$ cat src/hw/rtl/sha_pkg.sv
// sha_pkg: shared types, constants and round functions for the sha-256 stream hasher
// no dependencies
package sha_pkg;

   localparam int unsigned WordBits   = 32;
   localparam int unsigned CountBits  = 61;
   localparam int unsigned PadLimit   = 55;
   localparam logic [7:0]  PadByte    = 8'h80;

   typedef struct packed {
      logic [7:0] message_byte;
      logic       last_byte;
   } req_type;

   typedef struct packed {
      logic [31:0] digest_word;
      logic [2:0]  word_index;
      logic        last_word;
   } rsp_type;

   // commands from the controller to the datapath
   typedef struct packed {
      logic       put;        // write put_data at put_pos
      logic [5:0] put_pos;
      logic [7:0] put_data;
      logic       put_len;    // write bit length into words 14 and 15
      logic       load;       // copy hash words into working variables
      logic       round;      // run one round
      logic [5:0] round_idx;
      logic       add;        // fold working variables into hash words
      logic       init;       // restore initial hash values
      logic       count_inc;
      logic       count_clr;
   } sha_cmd_type;

   localparam logic [31:0] InitHash [8] = '{
      32'h6a09e667, 32'hbb67ae85, 32'h3c6ef372, 32'ha54ff53a,
      32'h510e527f, 32'h9b05688c, 32'h1f83d9ab, 32'h5be0cd19};

   function automatic logic [31:0] round_k(input logic [5:0] t);
      logic [31:0] k;
      case (t)
         6'd0: k = 32'h428a2f98;  6'd1: k = 32'h71374491;  6'd2: k = 32'hb5c0fbcf;
         6'd3: k = 32'he9b5dba5;  6'd4: k = 32'h3956c25b;  6'd5: k = 32'h59f111f1;
         6'd6: k = 32'h923f82a4;  6'd7: k = 32'hab1c5ed5;  6'd8: k = 32'hd807aa98;
         6'd9: k = 32'h12835b01;  6'd10: k = 32'h243185be; 6'd11: k = 32'h550c7dc3;
         6'd12: k = 32'h72be5d74; 6'd13: k = 32'h80deb1fe; 6'd14: k = 32'h9bdc06a7;
         6'd15: k = 32'hc19bf174; 6'd16: k = 32'he49b69c1; 6'd17: k = 32'hefbe4786;
         6'd18: k = 32'h0fc19dc6; 6'd19: k = 32'h240ca1cc; 6'd20: k = 32'h2de92c6f;
         6'd21: k = 32'h4a7484aa; 6'd22: k = 32'h5cb0a9dc; 6'd23: k = 32'h76f988da;
         6'd24: k = 32'h983e5152; 6'd25: k = 32'ha831c66d; 6'd26: k = 32'hb00327c8;
         6'd27: k = 32'hbf597fc7; 6'd28: k = 32'hc6e00bf3; 6'd29: k = 32'hd5a79147;
         6'd30: k = 32'h06ca6351; 6'd31: k = 32'h14292967; 6'd32: k = 32'h27b70a85;
         6'd33: k = 32'h2e1b2138; 6'd34: k = 32'h4d2c6dfc; 6'd35: k = 32'h53380d13;
         6'd36: k = 32'h650a7354; 6'd37: k = 32'h766a0abb; 6'd38: k = 32'h81c2c92e;
         6'd39: k = 32'h92722c85; 6'd40: k = 32'ha2bfe8a1; 6'd41: k = 32'ha81a664b;
         6'd42: k = 32'hc24b8b70; 6'd43: k = 32'hc76c51a3; 6'd44: k = 32'hd192e819;
         6'd45: k = 32'hd6990624; 6'd46: k = 32'hf40e3585; 6'd47: k = 32'h106aa070;
         6'd48: k = 32'h19a4c116; 6'd49: k = 32'h1e376c08; 6'd50: k = 32'h2748774c;
         6'd51: k = 32'h34b0bcb5; 6'd52: k = 32'h391c0cb3; 6'd53: k = 32'h4ed8aa4a;
         6'd54: k = 32'h5b9cca4f; 6'd55: k = 32'h682e6ff3; 6'd56: k = 32'h748f82ee;
         6'd57: k = 32'h78a5636f; 6'd58: k = 32'h84c87814; 6'd59: k = 32'h8cc70208;
         6'd60: k = 32'h90befffa; 6'd61: k = 32'ha4506ceb; 6'd62: k = 32'hbef9a3f7;
         default: k = 32'hc67178f2;
      endcase
      return k;
   endfunction

   function automatic logic [31:0] rotr(input logic [31:0] v, input int unsigned s);
      return (v >> s) | (v << (32 - s));
   endfunction

endpackage

$ cat src/hw/rtl/sha_datapath.sv
// sha_datapath: block buffer, message schedule, round logic and hash words
// depends on sha_pkg
module sha_datapath (
   input  logic                 clock,
   input  logic                 reset,
   input  sha_pkg::sha_cmd_type cmd,
   input  logic [2:0]           rd_sel,
   output logic [31:0]          rd_word
);

   logic [31:0] hash_ff [8];
   logic [31:0] var_ff  [8];
   logic [31:0] win_ff  [16];
   logic [sha_pkg::CountBits-1:0] count_ff;

   logic [3:0]  t_lo;
   logic [31:0] a2, a15, a7, a16, s0, s1, w_new, w_use;
   logic [31:0] t1, t2, ch, maj, e_sig, a_sig;
   logic [63:0] bits;

   always_comb begin
      t_lo  = cmd.round_idx[3:0];
      a2    = win_ff[t_lo - 4'd2];
      a15   = win_ff[t_lo - 4'd15];
      a7    = win_ff[t_lo - 4'd7];
      a16   = win_ff[t_lo];
      s1    = sha_pkg::rotr(a2, 17) ^ sha_pkg::rotr(a2, 19) ^ (a2 >> 10);
      s0    = sha_pkg::rotr(a15, 7) ^ sha_pkg::rotr(a15, 18) ^ (a15 >> 3);
      w_new = s1 + a7 + s0 + a16;
      w_use = cmd.round_idx[5:4] == 2'd0 ? a16 : w_new;
      e_sig = sha_pkg::rotr(var_ff[4], 6) ^ sha_pkg::rotr(var_ff[4], 11)
              ^ sha_pkg::rotr(var_ff[4], 25);
      ch    = (var_ff[4] & var_ff[5]) ^ (~var_ff[4] & var_ff[6]);
      a_sig = sha_pkg::rotr(var_ff[0], 2) ^ sha_pkg::rotr(var_ff[0], 13)
              ^ sha_pkg::rotr(var_ff[0], 22);
      maj   = (var_ff[0] & var_ff[1]) ^ (var_ff[0] & var_ff[2]) ^ (var_ff[1] & var_ff[2]);
      t1    = var_ff[7] + e_sig + ch + sha_pkg::round_k(cmd.round_idx) + w_use;
      t2    = a_sig + maj;
      bits  = {count_ff, 3'b000};
   end

   assign rd_word = hash_ff[rd_sel];

   // byte insert, big-endian within each word
   always_ff @(posedge clock) begin
      if (cmd.put) begin
         case (cmd.put_pos[1:0])
            2'd0: win_ff[cmd.put_pos[5:2]] <= {cmd.put_data, 24'h0};
            2'd1: win_ff[cmd.put_pos[5:2]][23:16] <= cmd.put_data;
            2'd2: win_ff[cmd.put_pos[5:2]][15:8]  <= cmd.put_data;
            default: win_ff[cmd.put_pos[5:2]][7:0] <= cmd.put_data;
         endcase
      end else if (cmd.put_len) begin
         win_ff[14] <= bits[63:32];
         win_ff[15] <= bits[31:0];
      end else if (cmd.round && cmd.round_idx[5:4] != 2'd0) begin
         win_ff[t_lo] <= w_new;
      end
   end

   always_ff @(posedge clock) begin
      if (cmd.load) begin
         for (int i = 0; i < 8; i++) var_ff[i] <= hash_ff[i];
      end else if (cmd.round) begin
         var_ff[7] <= var_ff[6];
         var_ff[6] <= var_ff[5];
         var_ff[5] <= var_ff[4];
         var_ff[4] <= var_ff[3] + t1;
         var_ff[3] <= var_ff[2];
         var_ff[2] <= var_ff[1];
         var_ff[1] <= var_ff[0];
         var_ff[0] <= t1 + t2;
      end
   end

   always_ff @(posedge clock) begin
      if (reset || cmd.init) begin
         for (int i = 0; i < 8; i++) hash_ff[i] <= sha_pkg::InitHash[i];
      end else if (cmd.add) begin
         for (int i = 0; i < 8; i++) hash_ff[i] <= hash_ff[i] + var_ff[i];
      end
   end

   always_ff @(posedge clock) begin
      if (reset || cmd.count_clr) begin
         count_ff <= '0;
      end else if (cmd.count_inc) begin
         count_ff <= count_ff + 1'b1;
      end
   end

endmodule

$ cat src/hw/rtl/sha_control.sv
// sha_control: sequencer for byte intake, padding, compression and digest output
// depends on sha_pkg
module sha_control (
   input  logic                 clock,
   input  logic                 reset,
   input  logic                 req_valid,
   output logic                 req_stall,
   input  sha_pkg::req_type     req_data,
   output logic                 rsp_valid,
   input  logic                 rsp_stall,
   output logic [2:0]           rsp_index,
   output sha_pkg::sha_cmd_type cmd
);

   typedef enum logic [6:0] {
      ST_IDLE  = 7'b0000001,
      ST_LOAD  = 7'b0000010,
      ST_ROUND = 7'b0000100,
      ST_ADD   = 7'b0001000,
      ST_PAD   = 7'b0010000,
      ST_LEN   = 7'b0100000,
      ST_OUT   = 7'b1000000
   } state_type;

   state_type   state_ff, state_in;
   logic [5:0]  fill_ff, fill_in;    // bytes in block / pad position
   logic [5:0]  rnd_ff, rnd_in;
   logic        final_ff, final_in;  // padding in progress
   logic        len_ff, len_in;      // 0x80 pad byte already written
   logic [2:0]  out_ff, out_in;
   logic        take;

   assign req_stall = state_ff != ST_IDLE;
   assign take      = req_valid && !req_stall;
   assign rsp_valid = state_ff == ST_OUT;
   assign rsp_index = out_ff;

   always_comb begin
      state_in = state_ff;
      fill_in  = fill_ff;
      rnd_in   = rnd_ff;
      final_in = final_ff;
      len_in   = len_ff;
      out_in   = out_ff;
      cmd      = '0;
      cmd.round_idx = rnd_ff;
      cmd.put_pos   = fill_ff;
      case (state_ff)
         ST_IDLE: begin
            if (take) begin
               cmd.put       = 1'b1;
               cmd.put_data  = req_data.message_byte;
               cmd.count_inc = 1'b1;
               fill_in       = fill_ff + 6'd1;
               final_in      = req_data.last_byte;
               if (fill_ff == 6'd63) begin
                  state_in = ST_LOAD;
               end else if (req_data.last_byte) begin
                  state_in = ST_PAD;
               end
            end
         end
         ST_PAD: begin
            // first pad byte is 0x80, then zeros up to the length field
            cmd.put      = 1'b1;
            cmd.put_data = len_ff ? 8'h00 : sha_pkg::PadByte;
            len_in       = 1'b1;
            fill_in      = fill_ff + 6'd1;
            if (fill_ff == 6'd63) begin
               state_in = ST_LOAD;
               final_in = 1'b1;
            end else if (fill_ff == 6'(sha_pkg::PadLimit)) begin
               state_in = ST_LEN;
            end
         end
         ST_LEN: begin
            cmd.put_len = 1'b1;
            fill_in     = '0;
            len_in      = 1'b0;
            final_in    = 1'b0;
            state_in    = ST_LOAD;
            out_in      = 3'd7;     // marks a length block
         end
         ST_LOAD: begin
            cmd.load = 1'b1;
            rnd_in   = '0;
            state_in = ST_ROUND;
         end
         ST_ROUND: begin
            cmd.round = 1'b1;
            rnd_in    = rnd_ff + 6'd1;
            if (rnd_ff == 6'd63) state_in = ST_ADD;
         end
         ST_ADD: begin
            cmd.add = 1'b1;
            if (out_ff == 3'd7) begin
               out_in   = '0;
               state_in = ST_OUT;
            end else if (final_ff) begin
               state_in = ST_PAD;
            end else begin
               state_in = ST_IDLE;
            end
         end
         ST_OUT: begin
            if (!rsp_stall) begin
               out_in = out_ff + 3'd1;
               if (out_ff == 3'd7) begin
                  cmd.init      = 1'b1;
                  cmd.count_clr = 1'b1;
                  fill_in       = '0;
                  state_in      = ST_IDLE;
               end
            end
         end
         default: state_in = ST_IDLE;
      endcase
   end

   always_ff @(posedge clock) begin
      if (reset) begin
         state_ff <= ST_IDLE;
         fill_ff  <= '0;
         rnd_ff   <= '0;
         final_ff <= 1'b0;
         len_ff   <= 1'b0;
         out_ff   <= '0;
      end else begin
         state_ff <= state_in;
         fill_ff  <= fill_in;
         rnd_ff   <= rnd_in;
         final_ff <= final_in;
         len_ff   <= len_in;
         out_ff   <= out_in;
      end
   end

   a_round_follows_load: assert property (@(posedge clock) disable iff (reset)
      cmd.load |=> state_ff == ST_ROUND && rnd_ff == 6'd0)
      else $error("round did not start after load");
   a_no_take_busy: assert property (@(posedge clock) disable iff (reset)
      (state_ff == ST_ROUND) |-> !take)
      else $error("byte taken during rounds");
   a_add_after_last_round: assert property (@(posedge clock) disable iff (reset)
      (state_ff == ST_ROUND && rnd_ff == 6'd63) |=> cmd.add)
      else $error("missing final addition");
   a_digest_starts_at_zero: assert property (@(posedge clock) disable iff (reset)
      $rose(rsp_valid) |-> rsp_index == 3'd0)
      else $error("digest does not start at word zero");

endmodule

$ cat src/hw/rtl/sha256_stream_hasher.sv
// sha256_stream_hasher: top level of the streaming sha-256 hasher
// depends on sha_pkg, sha_control and sha_datapath
//
// Takes one message byte per word; each full 64-byte block then costs one load,
// 64 rounds on a single shared round unit and one addition, during which no
// byte is taken. On the final byte the block pads (one pad byte at a time,
// then the length field), runs one or two more compressions, and then offers
// the eight digest words in order, index 0 first, last_word high on the eighth.
// No byte is taken until the digest has been fully delivered. Empty messages
// cannot be expressed; bit length wraps modulo 2^64.
module sha256_stream_hasher (
   input  logic             clock,
   input  logic             reset,
   input  logic             req_valid,
   output logic             req_stall,
   input  sha_pkg::req_type req_data,
   output logic             rsp_valid,
   input  logic             rsp_stall,
   output sha_pkg::rsp_type rsp_data
);

   sha_pkg::sha_cmd_type cmd;     // controller to datapath commands
   logic [2:0]           rd_sel;  // digest word being offered
   logic [31:0]          rd_word;

   sha_control u_ctrl (
      .clock     (clock),
      .reset     (reset),
      .req_valid (req_valid),
      .req_stall (req_stall),
      .req_data  (req_data),
      .rsp_valid (rsp_valid),
      .rsp_stall (rsp_stall),
      .rsp_index (rd_sel),
      .cmd       (cmd)
   );

   sha_datapath u_dp (
      .clock   (clock),
      .reset   (reset),
      .cmd     (cmd),
      .rd_sel  (rd_sel),
      .rd_word (rd_word)
   );

   // digest words come straight from the hash registers, held while stalled
   assign rsp_data.digest_word = rd_word;
   assign rsp_data.word_index  = rd_sel;
   assign rsp_data.last_word   = rd_sel == 3'd7;

endmodule

$ cat config.mk
export PLATFORM = sky130hd
export DESIGN_NAME = sha256_stream_hasher
export DESIGN_NICKNAME = d
export VERILOG_FILES = /design/src/hw/rtl/sha_pkg.sv /design/src/hw/rtl/sha_datapath.sv /design/src/hw/rtl/sha_control.sv /design/src/hw/rtl/sha256_stream_hasher.sv
export SDC_FILE = /design/constraint.sdc
export NUM_CORES = 2
export LEC_CHECK = 0
export ABC_AREA = 1
export BUFFER_PORTS_ARGS = -buffer_cell sky130_fd_sc_hd__buf_2
export CORE_MARGIN = 2
export CORE_UTILIZATION = 51
export DETAILED_ROUTE_END_ITERATION = 12
export PLACE_DENSITY_LB_ADDON = 0.12
export SLEW_MARGIN = 20
export SYNTH_ARGS = -nofsm -noshare
export SYNTH_HDL_FRONTEND = slang
export SYNTH_SLANG_ARGS = --single-unit
$ cat constraint.sdc
create_clock -name clock -period 27.4 [get_ports clock]
set_input_delay 5.48 -clock clock [delete_from_list [all_inputs] [get_ports clock]]
set_output_delay 5.48 -clock clock [all_outputs]
set_load 0.05 [all_outputs]
==> summary.txt <==
DRT iter0 DRCs: 12000
Tot GR Track Use: 0.417
Synth warn: 0
Total gr overflow: 0
Crit end category: register
Ys async rst share: 0
Final Hold Fails: 0
WL per Instance: 28.4 um
Cell mode on critical path: nand2_1
Via/cell ratio: 6.38
Area post-placement: 0.0884 mm2
Vias in the first global route: 77100
Yosys cell types: 81
DIE AREA: 0.173 mm2
Area of the mapped netlist: 0.0866 mm2
Fmax: 66.7 MHz
Critical path's top delay family: compound AO/OA/AOI/OAI gates
Worst path required time: 27940 ps
CP max stage cell: buf_4
Tmin final: 14990 ps
DP HPWL: 273000 um
IO Pins: 51
Critical path launch point type: register
Antenna violations before repair: 9
# Post-CTS Setup Buffers: 0
Fin. max-slew vios: 0
Rel. slew slack: 0.151
CTS resizes: 0
Leak: 0.0384 uW
Max-cap violations: 0
Layout cells sized above 1: 0.0542
Die Height: 416 um
Nets: 11300
IO Port Bufs: 50
Critical path arrival: 15530 ps
Total routed wirelength: 371000 um
Critical Path Fanout Max: 227
Final Util: 0.550
TritonCTS clock tree: done
Most common cell after layout, fill and taps aside: nand2_1
Worst reg2reg setup slack: 12410 ps
VDD IR-drop max: 0.0907 mV
Crit path buf inv count: 8
Hold Path Class: reg -> reg
Most frequent cells in the layout: nand2_1, o21ai_0, inv_1
Max clock buf depth: 3
CTS Buf Count: 140
CTS clk-pin slew, worst paths: 70 ps
Status: finished clean
# rows: 151
Setup CP Type: reg -> reg
Sequential area share after synthesis: 0.383
ANT nets after route: 0
Mean Syn Cell Area: 7.89 um2
Area added between synthesis and finish: 7.39%
EDFF count, synth: 1021
Clock tree root buffer cell: clkbuf_16
Placer's final routability congestion estimate: 1.09
H-tree depth: 4
Largest net degree at the start of global routing: 228
Die width: 416 um
Tightest Pin Transition: 1260 ps
Final hold slack: 461 ps
Yosys reg bits: 1148
Worst-Skew Late Latency: 840 ps
Global-route wire length before repair: 531000 um
RSZ-0062 raised after global routing: no
DRC: 0
Post-synth net total: 11600
CORE AREA: 0.169 mm2
Max incr delay on CP: 900 ps
Pre-Repair DR Iteration Count: 10
Clock sinks: 1148
Final Cell Area: 0.0930 mm2
Initial Util: 0.512
Setup Viol. Count Final: 0
Syn Inst Count: 11000
Top_reg_cell synth: edfxtp_1
PwrDens: 78.6 mW/mm2
Cts hold-fix bufs: 0
Setup Skew: 41.4 ps
Tcrit/Tclk final: 0.547
Via count: 83300
Sum Neg Setup Slack: 0 ps
==> sequential cells by signal, indices dropped and copies added (netlist names), named ones only <==
signal            count
u_ctrl.rsp_index      3
u_ctrl.rnd_ff         6
u_ctrl.len_ff         1
u_dp.hash_ff        256
u_ctrl.fill_ff        6
u_dp.count_ff        61
u_dp.var_ff         256
u_ctrl.final_ff       1
u_ctrl.state_ff       7
u_dp.win_ff         512
==> worst reg2reg max path: cells and delay by family (launching register included) <==
| kind | cells | cell delay [ps] |
|---|---|---|
| AO/OA/AOI/OAI | 14 | 4100 |
| XOR/XNOR | 4 | 900 |
| adder cells (fa/ha/maj) | 8 | 3620 |
| buffers and inverters | 8 | 3600 |
| flip-flops | 1 | 560 |
| AND/OR/NAND/NOR | 12 | 1910 |
==> synth_stat cells (all sizes together), types with 26 or more instances <==
master | number | area, um2
nor3 | 108 | 583
edfxtp | 1021 | 30700
nand3 | 564 | 2850
o221ai | 83 | 727
nand2 | 1777 | 6720
o21a | 67 | 503
nand4 | 49 | 328
a21o | 43 | 323
xnor2 | 196 | 1720
o22ai | 55 | 350
inv | 1281 | 4810
ha | 399 | 4990
xor2 | 207 | 1830
clkbuf | 369 | 1390
o21bai | 26 | 195
fa | 195 | 3900
o21ai | 1640 | 8260
dfxtp | 127 | 2540
buf | 212 | 1140
a21oi | 1237 | 6200
a31oi | 111 | 701
nor2 | 862 | 3300
o211ai | 84 | 631
nor4 | 47 | 328
or2 | 69 | 432
==> worst paths after layout <==
check / from / cells after the start / to
setup / recovery: u_ctrl.rnd_ff[0] / 46 / u_dp.var_ff[0][28]
setup reg to reg: u_ctrl.rnd_ff[0] / 46 / u_dp.var_ff[0][28]
hold reg to reg: u_ctrl.len_ff / 2 / u_ctrl.len_ff
hold / removal: u_ctrl.len_ff / 2 / u_ctrl.len_ff
==> metrics by stage <==
step | total power [uW] | setup slack, ps | cells
after global routing | 7700 | 11890 | 13100
after floorplan | 4260 | 14760 | 11000
after CTS | 7230 | 13170 | 13000
final | 7310 | 12410 | 13100
after global placement | 5320 | 13140 | 12800
after detailed placement | 5310 | 13230 | 12800
==> logic make-up after synthesis <==
| kind of cell | after synthesis | share of synthesized area |
|---|---|---|
| compound gates | 3459 | 0.217 |
| xor+xnor | 403 | 0.0409 |
| fa+ha+maj | 598 | 0.103 |
| buf+inv | 1866 | 0.0849 |
| flops | 1148 | 0.383 |
| mux | 2 | 0.000274 |
| simple gates | 3504 | 0.170 |
==> power by group <==
group	leakage (uW)	switching, uW	total (uW)	internal, uW
clock	0.00223	823	1920	1100
sequential	0.0104	33.3	1990	1960
combinational	0.0258	2330	3400	1070
==> per-layer routing <==
layer  wire (um)  GRT usage
met2      159000      0.627
met3       39700     0.0862
met5          29          0
met1      140000      0.536
met4       32100      0.300
==> cell type report <==
class	count	area [um2]
Multi-Input combinational cell	7966	46300
Tap cell	2218	2780
Sequential cell	1148	33200
Clock inverter	84	875
Antenna cell	3	7.51
Timing Repair Buffer	184	1330
Fill cell	15700	76000
Inverter	1285	4850
Clock buffer	165	3720
No activity file was read; power rests on OpenSTA's default activity.
